`config.mk`:
```
export PLATFORM = sky130hd
export DESIGN_NAME = sd_data_block_receiver_flat
export DESIGN_NICKNAME = d
export VERILOG_FILES = /design/src/sv/sdr_pkg.sv /design/src/sv/sdr_stream_if.sv /design/src/sv/sd_data_block_receiver.sv /design/src/flat_wrapper.sv
export SDC_FILE = /design/constraint.sdc
export NUM_CORES = 1
export LEC_CHECK = 0
export CAP_MARGIN = 20
export CORE_MARGIN = 1
export CORE_UTILIZATION = 40
export DETAILED_ROUTE_END_ITERATION = 8
export DONT_BUFFER_PORTS = 1
export SYNTH_ARGS = -nofsm -noshare
export SYNTH_HDL_FRONTEND = slang
export SYNTH_SLANG_ARGS = --single-unit
export TNS_END_PERCENT = 5
```
`constraint.sdc`:
```
create_clock -name clk -period 0.8 [get_ports clk]
set_input_delay 0.08 -clock clk [delete_from_list [all_inputs] [get_ports clk]]
set_output_delay 0.08 -clock clk [all_outputs]
set_load 0.02 [all_outputs]
```
`src/sv/sdr_pkg.sv`:
```
`default_nettype none
package sdr_pkg;

	// field widths
	localparam int BLEN_W  = 10;
	localparam int TICK_W  = 16;
	localparam int CRC_W   = 16;
	localparam int APB_DW  = 32;
	localparam int APB_AW  = 4;

	// request codes
	localparam logic [1:0] REQ_START = 2'd0;
	localparam logic [1:0] REQ_BYTE  = 2'd1;
	localparam logic [1:0] REQ_TICK  = 2'd2;

	// result kinds
	localparam logic KIND_DATA   = 1'b0;
	localparam logic KIND_STATUS = 1'b1;

	// status codes
	localparam logic [1:0] ST_OK        = 2'd0;
	localparam logic [1:0] ST_TIMEOUT   = 2'd1;
	localparam logic [1:0] ST_BAD_TOKEN = 2'd2;
	localparam logic [1:0] ST_CRC_ERR   = 2'd3;

	// register indexes (byte address = 4 * index)
	localparam logic [1:0] REG_BLOCK_LENGTH = 2'd0;
	localparam logic [1:0] REG_CRC_ENABLE   = 2'd1;
	localparam logic [1:0] REG_TIMEOUT      = 2'd2;
	localparam logic [1:0] REG_START_TOKEN  = 2'd3;

	// register reset values
	localparam logic [BLEN_W-1:0] RST_BLOCK_LENGTH = 10'd512;
	localparam logic              RST_CRC_ENABLE   = 1'b1;
	localparam logic [TICK_W-1:0] RST_TIMEOUT      = 16'd300;
	localparam logic [7:0]        RST_START_TOKEN  = 8'hFE;

	localparam logic [7:0]       FILL_BYTE = 8'hFF;
	localparam logic [CRC_W-1:0] CRC_POLY  = 16'h1021;

	typedef enum logic [2:0] {
		PH_IDLE,
		PH_WAIT,
		PH_DATA,
		PH_CRC_HI,
		PH_CRC_LO
	} phase_t;

	typedef struct packed {
		logic [1:0] req_type;
		logic [7:0] rx_byte;
	} req_t;

	typedef struct packed {
		logic       result_kind;
		logic [7:0] data_byte;
		logic [1:0] status;
		logic       last;
	} res_t;

	// CRC-16/XMODEM, one byte folded in, MSB first
	function automatic logic [CRC_W-1:0] crc_fold(input logic [CRC_W-1:0] crc,
			input logic [7:0] b);
		logic [CRC_W-1:0] c;
		c = crc ^ {b, 8'h00};
		for (int i = 0; i < 8; i++) begin
			if (c[CRC_W-1]) begin
				c = {c[CRC_W-2:0], 1'b0} ^ CRC_POLY;
			end else begin
				c = {c[CRC_W-2:0], 1'b0};
			end
		end
		return c;
	endfunction

endpackage
`default_nettype wire

```
`src/sv/sdr_stream_if.sv`:
```
`default_nettype none
interface sdr_stream_if #(
	parameter type payload_t = logic
);
	logic     valid;
	logic     ready;
	payload_t data;

	modport source (output valid, output data, input ready);
	modport sink   (input valid, input data, output ready);
endinterface
`default_nettype wire

```
`src/sv/sd_data_block_receiver.sv`:
```
`default_nettype none
// SD data block receiver, SPI mode, CRC-16/XMODEM check.
// A beat is captured in the input register and its result in the result register.
// Throughput: one beat per cycle while the result register is empty or being taken;
// the state update with its byte-wide CRC fold is combinational between the two registers.
// Reset: arst_n clears phase to idle, counters and CRC to zero, registers to defaults.
module sd_data_block_receiver #(
	parameter int MAX_BLOCK_LENGTH = 512
) (
	input  wire logic                        clk,
	input  wire logic                        arst_n,
	sdr_stream_if.sink                       req,
	sdr_stream_if.source                     res,
	input  wire logic                        psel,
	input  wire logic                        penable,
	input  wire logic                        pwrite,
	input  wire logic [sdr_pkg::APB_AW-1:0]  paddr,
	input  wire logic [sdr_pkg::APB_DW-1:0]  pwdata,
	output logic      [sdr_pkg::APB_DW-1:0]  prdata,
	output logic                             pready
);
	import sdr_pkg::*;

	// longest block the 10-bit counter can reach
	localparam int BLEN_MAX = (1 << BLEN_W) - 1;
	localparam logic [BLEN_W-1:0] EFF_MAX = (MAX_BLOCK_LENGTH > BLEN_MAX) ?
		BLEN_W'(BLEN_MAX) : BLEN_W'(MAX_BLOCK_LENGTH);

	// configuration registers
	logic [BLEN_W-1:0] block_length_q;
	logic              crc_enable_q;
	logic [TICK_W-1:0] timeout_q;
	logic [7:0]        start_token_q;

	logic [1:0] reg_idx;
	logic       cfg_wr;

	assign pready  = 1'b1;
	assign reg_idx = paddr[APB_AW-1:2];
	assign cfg_wr  = psel && penable && pwrite && pready;

	always_ff @(posedge clk or negedge arst_n) begin
		if (!arst_n) begin
			block_length_q <= RST_BLOCK_LENGTH;
			crc_enable_q   <= RST_CRC_ENABLE;
			timeout_q      <= RST_TIMEOUT;
			start_token_q  <= RST_START_TOKEN;
		end else if (cfg_wr) begin
			unique case (reg_idx)
				REG_BLOCK_LENGTH: block_length_q <= pwdata[BLEN_W-1:0];
				REG_CRC_ENABLE:   crc_enable_q   <= pwdata[0];
				REG_TIMEOUT:      timeout_q      <= pwdata[TICK_W-1:0];
				REG_START_TOKEN:  start_token_q  <= pwdata[7:0];
				default: ;
			endcase
		end
	end

	// register readback
	always_comb begin
		unique case (reg_idx)
			REG_BLOCK_LENGTH: prdata = APB_DW'(block_length_q);
			REG_CRC_ENABLE:   prdata = APB_DW'(crc_enable_q);
			REG_TIMEOUT:      prdata = APB_DW'(timeout_q);
			REG_START_TOKEN:  prdata = APB_DW'(start_token_q);
			default:          prdata = '0;
		endcase
	end

	// input register
	logic valid_s1;
	req_t item_s1;
	logic advance;
	logic res_valid_q;
	res_t res_data_q;

	assign advance   = valid_s1 && (!res_valid_q || res.ready);
	assign req.ready = !valid_s1 || advance;

	always_ff @(posedge clk or negedge arst_n) begin
		if (!arst_n) begin
			valid_s1 <= 1'b0;
		end else if (req.ready) begin
			valid_s1 <= req.valid;
		end
	end

	always_ff @(posedge clk) begin
		if (req.ready && req.valid) begin
			item_s1 <= req.data;
		end
	end

	// receive state
	phase_t            phase_q, phase_d;
	logic [TICK_W-1:0] tick_q, tick_d;
	logic [BLEN_W-1:0] count_q, count_d;
	logic [CRC_W-1:0]  crc_q, crc_d;
	logic [7:0]        crc_hi_q, crc_hi_d;
	logic              emit;
	res_t              res_d;
	logic [BLEN_W-1:0] eff_len;
	logic [BLEN_W-1:0] count_inc;

	// zero acts as one, long blocks clip to the maximum
	always_comb begin
		if (block_length_q == '0) begin
			eff_len = BLEN_W'(1);
		end else if (block_length_q > EFF_MAX) begin
			eff_len = EFF_MAX;
		end else begin
			eff_len = block_length_q;
		end
	end

	assign count_inc = count_q + BLEN_W'(1);

	always_ff @(posedge clk or negedge arst_n) begin
		if (!arst_n) begin
			phase_q  <= PH_IDLE;
			tick_q   <= '0;
			count_q  <= '0;
			crc_q    <= '0;
			crc_hi_q <= '0;
		end else if (advance) begin
			phase_q  <= phase_d;
			tick_q   <= tick_d;
			count_q  <= count_d;
			crc_q    <= crc_d;
			crc_hi_q <= crc_hi_d;
		end
	end

	// next state and result for the beat in the input register
	always_comb begin
		phase_d  = phase_q;
		tick_d   = tick_q;
		count_d  = count_q;
		crc_d    = crc_q;
		crc_hi_d = crc_hi_q;
		emit     = 1'b0;
		res_d    = '{result_kind: KIND_STATUS, data_byte: 8'h00, status: ST_OK, last: 1'b1};
		case (item_s1.req_type)
			REQ_START: begin
				phase_d  = PH_WAIT;
				tick_d   = '0;
				count_d  = '0;
				crc_d    = '0;
				crc_hi_d = '0;
			end
			REQ_TICK: begin
				if (phase_q == PH_WAIT) begin
					if (tick_q >= timeout_q) begin
						phase_d      = PH_IDLE;
						emit         = 1'b1;
						res_d.status = ST_TIMEOUT;
					end else begin
						tick_d = tick_q + TICK_W'(1);
					end
				end
			end
			REQ_BYTE: begin
				unique case (phase_q)
					PH_WAIT: begin
						if (item_s1.rx_byte == FILL_BYTE) begin
							phase_d = PH_WAIT;
						end else if (item_s1.rx_byte == start_token_q) begin
							phase_d = PH_DATA;
							count_d = '0;
							crc_d   = '0;
						end else begin
							phase_d         = PH_IDLE;
							emit            = 1'b1;
							res_d.data_byte = item_s1.rx_byte;
							res_d.status    = ST_BAD_TOKEN;
						end
					end
					PH_DATA: begin
						crc_d   = crc_fold(crc_q, item_s1.rx_byte);
						count_d = count_inc;
						if (count_inc >= eff_len) begin
							phase_d = PH_CRC_HI;
						end
						emit  = 1'b1;
						res_d = '{result_kind: KIND_DATA, data_byte: item_s1.rx_byte,
							status: ST_OK, last: 1'b0};
					end
					PH_CRC_HI: begin
						crc_hi_d = item_s1.rx_byte;
						phase_d  = PH_CRC_LO;
					end
					PH_CRC_LO: begin
						phase_d = PH_IDLE;
						emit    = 1'b1;
						if (crc_enable_q && ({crc_hi_q, item_s1.rx_byte} != crc_q)) begin
							res_d.status = ST_CRC_ERR;
						end
					end
					default: phase_d = phase_q;
				endcase
			end
			default: ;
		endcase
	end

	// result register
	always_ff @(posedge clk or negedge arst_n) begin
		if (!arst_n) begin
			res_valid_q <= 1'b0;
		end else if (advance && emit) begin
			res_valid_q <= 1'b1;
		end else if (res.ready) begin
			res_valid_q <= 1'b0;
		end
	end

	always_ff @(posedge clk) begin
		if (advance && emit) begin
			res_data_q <= res_d;
		end
	end

	assign res.valid = res_valid_q;
	assign res.data  = res_data_q;

endmodule
`default_nettype wire
```
`src/flat_wrapper.sv`:
```
// flat-port wrapper written by rule: the top's interface ports become plain ports
module sd_data_block_receiver_flat import sdr_pkg::*;
#(
	parameter int MAX_BLOCK_LENGTH = 512
)
  (clk, arst_n, psel, penable, pwrite, paddr, pwdata, prdata, pready, req_valid, req_data, req_ready, res_valid, res_data, res_ready);
  sdr_stream_if req_i ();
  sdr_stream_if res_i ();
  input  wire logic clk;
  input  wire logic arst_n;
  input  wire logic psel;
  input  wire logic penable;
  input  wire logic pwrite;
  input  wire logic [sdr_pkg::APB_AW-1:0] paddr;
  input  wire logic [sdr_pkg::APB_DW-1:0] pwdata;
  output logic      [sdr_pkg::APB_DW-1:0] prdata;
  output logic pready;
  input wire logic [$bits(req_i.valid)-1:0] req_valid;
  input wire logic [$bits(req_i.data)-1:0] req_data;
  output wire logic [$bits(req_i.ready)-1:0] req_ready;
  output wire logic [$bits(res_i.valid)-1:0] res_valid;
  output wire logic [$bits(res_i.data)-1:0] res_data;
  input wire logic [$bits(res_i.ready)-1:0] res_ready;
  assign req_i.valid = req_valid;
  assign req_i.data = req_data;
  assign req_ready = req_i.ready;
  assign res_valid = res_i.valid;
  assign res_data = res_i.data;
  assign res_i.ready = res_ready;
  sd_data_block_receiver #(.MAX_BLOCK_LENGTH(MAX_BLOCK_LENGTH)) u_core (.clk(clk), .arst_n(arst_n), .req(req_i), .res(res_i), .psel(psel), .penable(penable), .pwrite(pwrite), .paddr(paddr), .pwdata(pwdata), .prdata(prdata), .pready(pready));
endmodule
```
# --- Word level (Yosys, flattened, before mapping) ---
# Index checks and enable logic that the tools add are counted.
classes:
  n_eq_ne: 3
  mux: 2
  reduce_logical: 12
ops:
  columns: ["operator", "count"]
  rows:
  - ["$pmux W32 S4", 1]
  - ["$reduce_and A2 Y1", 4]
  - ["$eq A2 B2 Y1 const B", 2]
  - ["$logic_and A1 B1 Y1", 3]
  - ["$eq A2 B1 Y1 const B", 1]
  - ["$logic_not A1 Y1", 2]
  - ["$logic_not A2 Y1", 1]
  - ["$logic_or A1 B1 Y1", 2]
  - ["$mux W1", 1]
totals:
  regBits: 37
  inputBits: 44
  out_inout_bits: 36
  elab_cells: 23

# --- Logic depth before layout (Yosys ltp) ---
logic_depth:
  ltp_word: 4
  mapped_depth: 5
  depth_no_buf: 3

# --- Least setup slack after synthesis ---
# OpenSTA, ideal clock, no wires.
synth_path:
  path_type: "input port to flip-flop"
  start: "in paddr[3] in the netlist's numbering"
  end: "reg u_core.timeout_q[10]"
  setup_time_ns: 0.125
  arrival_ns: 1.076
  t_required_ns: 0.675
  setup_slack_ns: -0.401
  cell_stages: 4
  n_path_buf: 2
  cell_sequence: "buf_2 -> nor3b_4 -> buf_8 -> mux2_2"
synth_between:
  elab_chain_cells: 2
synth_rtl:
  columns: ["element", "line", "rtl"]
  rows:
  - ["start: declaration", "flat_wrapper.sv:14", "input wire logic [sdr_pkg::APB_AW-1:0] paddr;"]
  - ["$eq A2 B2 Y1", "sd_data_block_receiver.sv:49", "unique case (reg_idx)"]
  - ["$reduce_and A2 Y1 (no source line)", null, null]
  - ["end signal: assignment", "sd_data_block_receiver.sv:52", "REG_TIMEOUT: timeout_q <= pwdata[TICK_W-1:0];"]
  - ["end: declaration", "sd_data_block_receiver.sv:32", "logic [TICK_W-1:0] timeout_q;"]
# No other way between the ends.
# A chain may end at the register's enable or synchronous reset.

# --- Worst setup path in the final report ---
layout_path:
  start: "reg u_core.start_token_q[0]"
  end: "out prdata[0] in the netlist's numbering"
layout_between:
  elab_chain_cells: 1
layout_rtl:
  columns: ["element", "line", "rtl"]
  rows:
  - ["start: declaration", "sd_data_block_receiver.sv:33", "logic [7:0] start_token_q;"]
  - ["start signal: assignment", "sd_data_block_receiver.sv:53", "REG_START_TOKEN: start_token_q <= pwdata[7:0];"]
  - ["$pmux W32 S4", "sd_data_block_receiver.sv:61", "unique case (reg_idx)"]
  - ["end: declaration", "flat_wrapper.sv:16", "output logic [sdr_pkg::APB_DW-1:0] prdata;"]
# No other way between the ends. The select of a mux whose other input is x is not followed.

==> flow_summary.ini <==
[worst_setup_path]
worstSetupStartpointType = flop
crit_family = multiplexers
arrival_ns = 1.22
worstPathCellList = mux4_2
end_kind = primary output
crit_required_ns = 0.72
critPathMaxStageDelay_ns = 0.55
worst-setup-path-type = reg2out
cpMaxStageDelayCell = mux4_2
cp_max_fo = 2
cp.buffers_inverters = 0

[floorplanning]
num_rows = 23
die-height_um = 68.8
die_x_um = 68.8
pin_count = 80
die-area_um2 = 4730
start_util = 0.430
core_area_um2 = 4140

[power]
power.density_nw_per_um2 = 2320
leakage_nw = 0.973
ir_drop_v = 0.00129

[global_routing]
grt_pass1_wl_um = 5250
grt_pass1_vias = 1153
grt_overflow = 0
grt_use_total = 0.162
grt_max_degree = 36
grt_antenna_before_repair = 0

[finish]
design_area_um2 = 2190
final_nets = 215
syn_to_final_growth_pct = 22.6
layout_common_cells = mux2_2 (29), dfrtp_1 (22), conb_1 (20)
drive_above_1_share = 0.483
final_common_cell = mux2_2
fillers = 361
final_cells = 222
antenna_cells = 0

[clock_network]
clock-sinks = 35
cts_hold_buffers = 16
cts_made_buffers = 5
cts_max_level = 2
cts_tree = built
cts_root_buf = clkbuf_8
cts.clk_slew.worst_paths_ns = 0.07
clockBufferDepth = 2
clk_latency_ns = 0.29

[logic_synthesis]
netlist_area_um2 = 1780
synth_area_per_cell_um2 = 12.9
synthTopCellsByArea = dfrtp_1 (31%), mux2_2 (22%), dfstp_2 (19%)
netlist.top_cell.by_area = dfrtp_1
async_reset_ff_frac = 1.00
ys_seq_area_frac = 0.500
synth_flop_cell = dfrtp_1
synth_cell_types = 20
synth_seq_cells = 35
synth.top_cell.area_share = 0.309
yosysWarnings = 0
syn_inst = 138
synth_edf_count = 0

[place]
placed_area_um2 = 1900
numPortBuffers = 0
pre_cts_slack_ns = -0.285
place_congestion = 0.716
hpwl_um = 2260
dp_cells = 197

[run_status]
status = finished with violations
failed_checks = hold timing, setup timing

[routing]
vias = 1106
routed_wl_um = 3290
drc = 0
drt-initial-drc-count = 48
postRouteAntennaNets = 0
avgRoutedWirePerCell_um = 14.8
viasPerCell = 4.98
first_pass_iters = 4

[sta]
final_hold_viol_count = 35
final_max_slew_viol_count = 0
clock_skew_ns = 0
setup_slack_ns = -0.498
fmax_mhz = 771
finalSetupTns_ns = -4.98
hold_ws_ns = -0.521
rsz0062_at_grt = yes
setup_violations = 17
finalCriticalPeriod_ns = 1.30
post-route-period-util = 1.62

[worst_hold_path]
hold_path_class = in2async

[run]
max-cap-violations = 0
-- cell type report --
type / instances / area [µm²] / share of cell area
clock buffer: 8 / 100 / 0.0458
multi-input combinational: 95 / 807 / 0.369
sequential: 35 / 892 / 0.408
timing repair buffer: 34 / 324 / 0.148
tap: 50 / 62.6 / 0.0286
-- final timing paths --
kind,start,to,slack (ns),cells past startpoint
min,arst_n,u_core.timeout_q[15],-0.52,0
min in group clk,paddr[3],u_core.crc_enable_q,0.07,2
max reg2reg,u_core.start_token_q[0],u_core.start_token_q[0],-0.07,2
max in group asynchronous,arst_n,u_core.timeout_q[5],1.14,0
max,u_core.start_token_q[0],prdata[0],-0.50,1
min reg2reg,u_core.block_length_q[8],u_core.block_length_q[8],0.51,1
-- layer usage --
| metal | GRT usage | up-vias | part of all wire | wire [µm] |
|---|---|---|---|---|
| met5 | 0 | - | 0 | 0 |
| met4 | 0.0689 | 0 | 0.017 | 57 |
| met3 | 0.0740 | 6 | 0.079 | 259 |
| met2 | 0.260 | 52 | 0.47 | 1560 |
| met1 | 0.185 | 552 | 0.43 | 1410 |
| li1 | - | 496 | - | - |
-- flip-flops by register name, summed over array words and instances (netlist names) --
signal	count
u_core.block_length_q	10
u_core.timeout_q	16
u_core.crc_enable_q	1
u_core.start_token_q	8
-- synthesized netlist by cell type (2+ instances only) --
| library cell | instances |
|---|---|
| nor2_1 | 2 |
| buf_4 | 20 |
| clkbuf_1 | 2 |
| conb_1 | 2 |
| and2_1 | 7 |
| mux2i_1 | 9 |
| dfrtp_1 | 22 |
| o21ai_0 | 7 |
| nand2_1 | 8 |
| dfstp_2 | 13 |
| mux2_2 | 35 |
| buf_2 | 3 |
-- cells by family (layout without fill, tap and decap cells) --
group           Yosys count  after routing  synth area share
mux                      45             45             0.284
compound gates            7              7            0.0196
simple gates             23             23            0.0863
other cells               2             20           0.00421
buf+inv                  26             42             0.105
flops                    35             35             0.500
-- where the power goes --
part / internal, mW / leakage (nW) / switching [mW]
combinational: 0.669 / 0.515 / 0.521
clock: 0.785 / 0.0515 / 0.601
sequential: 2.29 / 0.406 / 0.207
total: 3.75 / 0.973 / 1.33
-- what timing repair did --
| action | CTS | global route |
|---|---|---|
| hold endpoints to repair | 70 | 35 |
| resized for setup | 7 | 9 |
| buffers inserted | 1 | 0 |
| setup endpoints to repair | 16 | 23 |
-- through the flow --
stage / utilization / hold WS (ns) / power (mW)
floorplan: - / -0.216 / 3.42
global route: 0.527 / -0.538 / 5.36
detailed placement: 0.459 / -0.215 / 3.59
CTS: 0.523 / -0.526 / 5.09
finish: 0.527 / -0.521 / 5.08
global placement: 0.459 / -0.215 / 3.53
(Power assumes the default switching activity.)
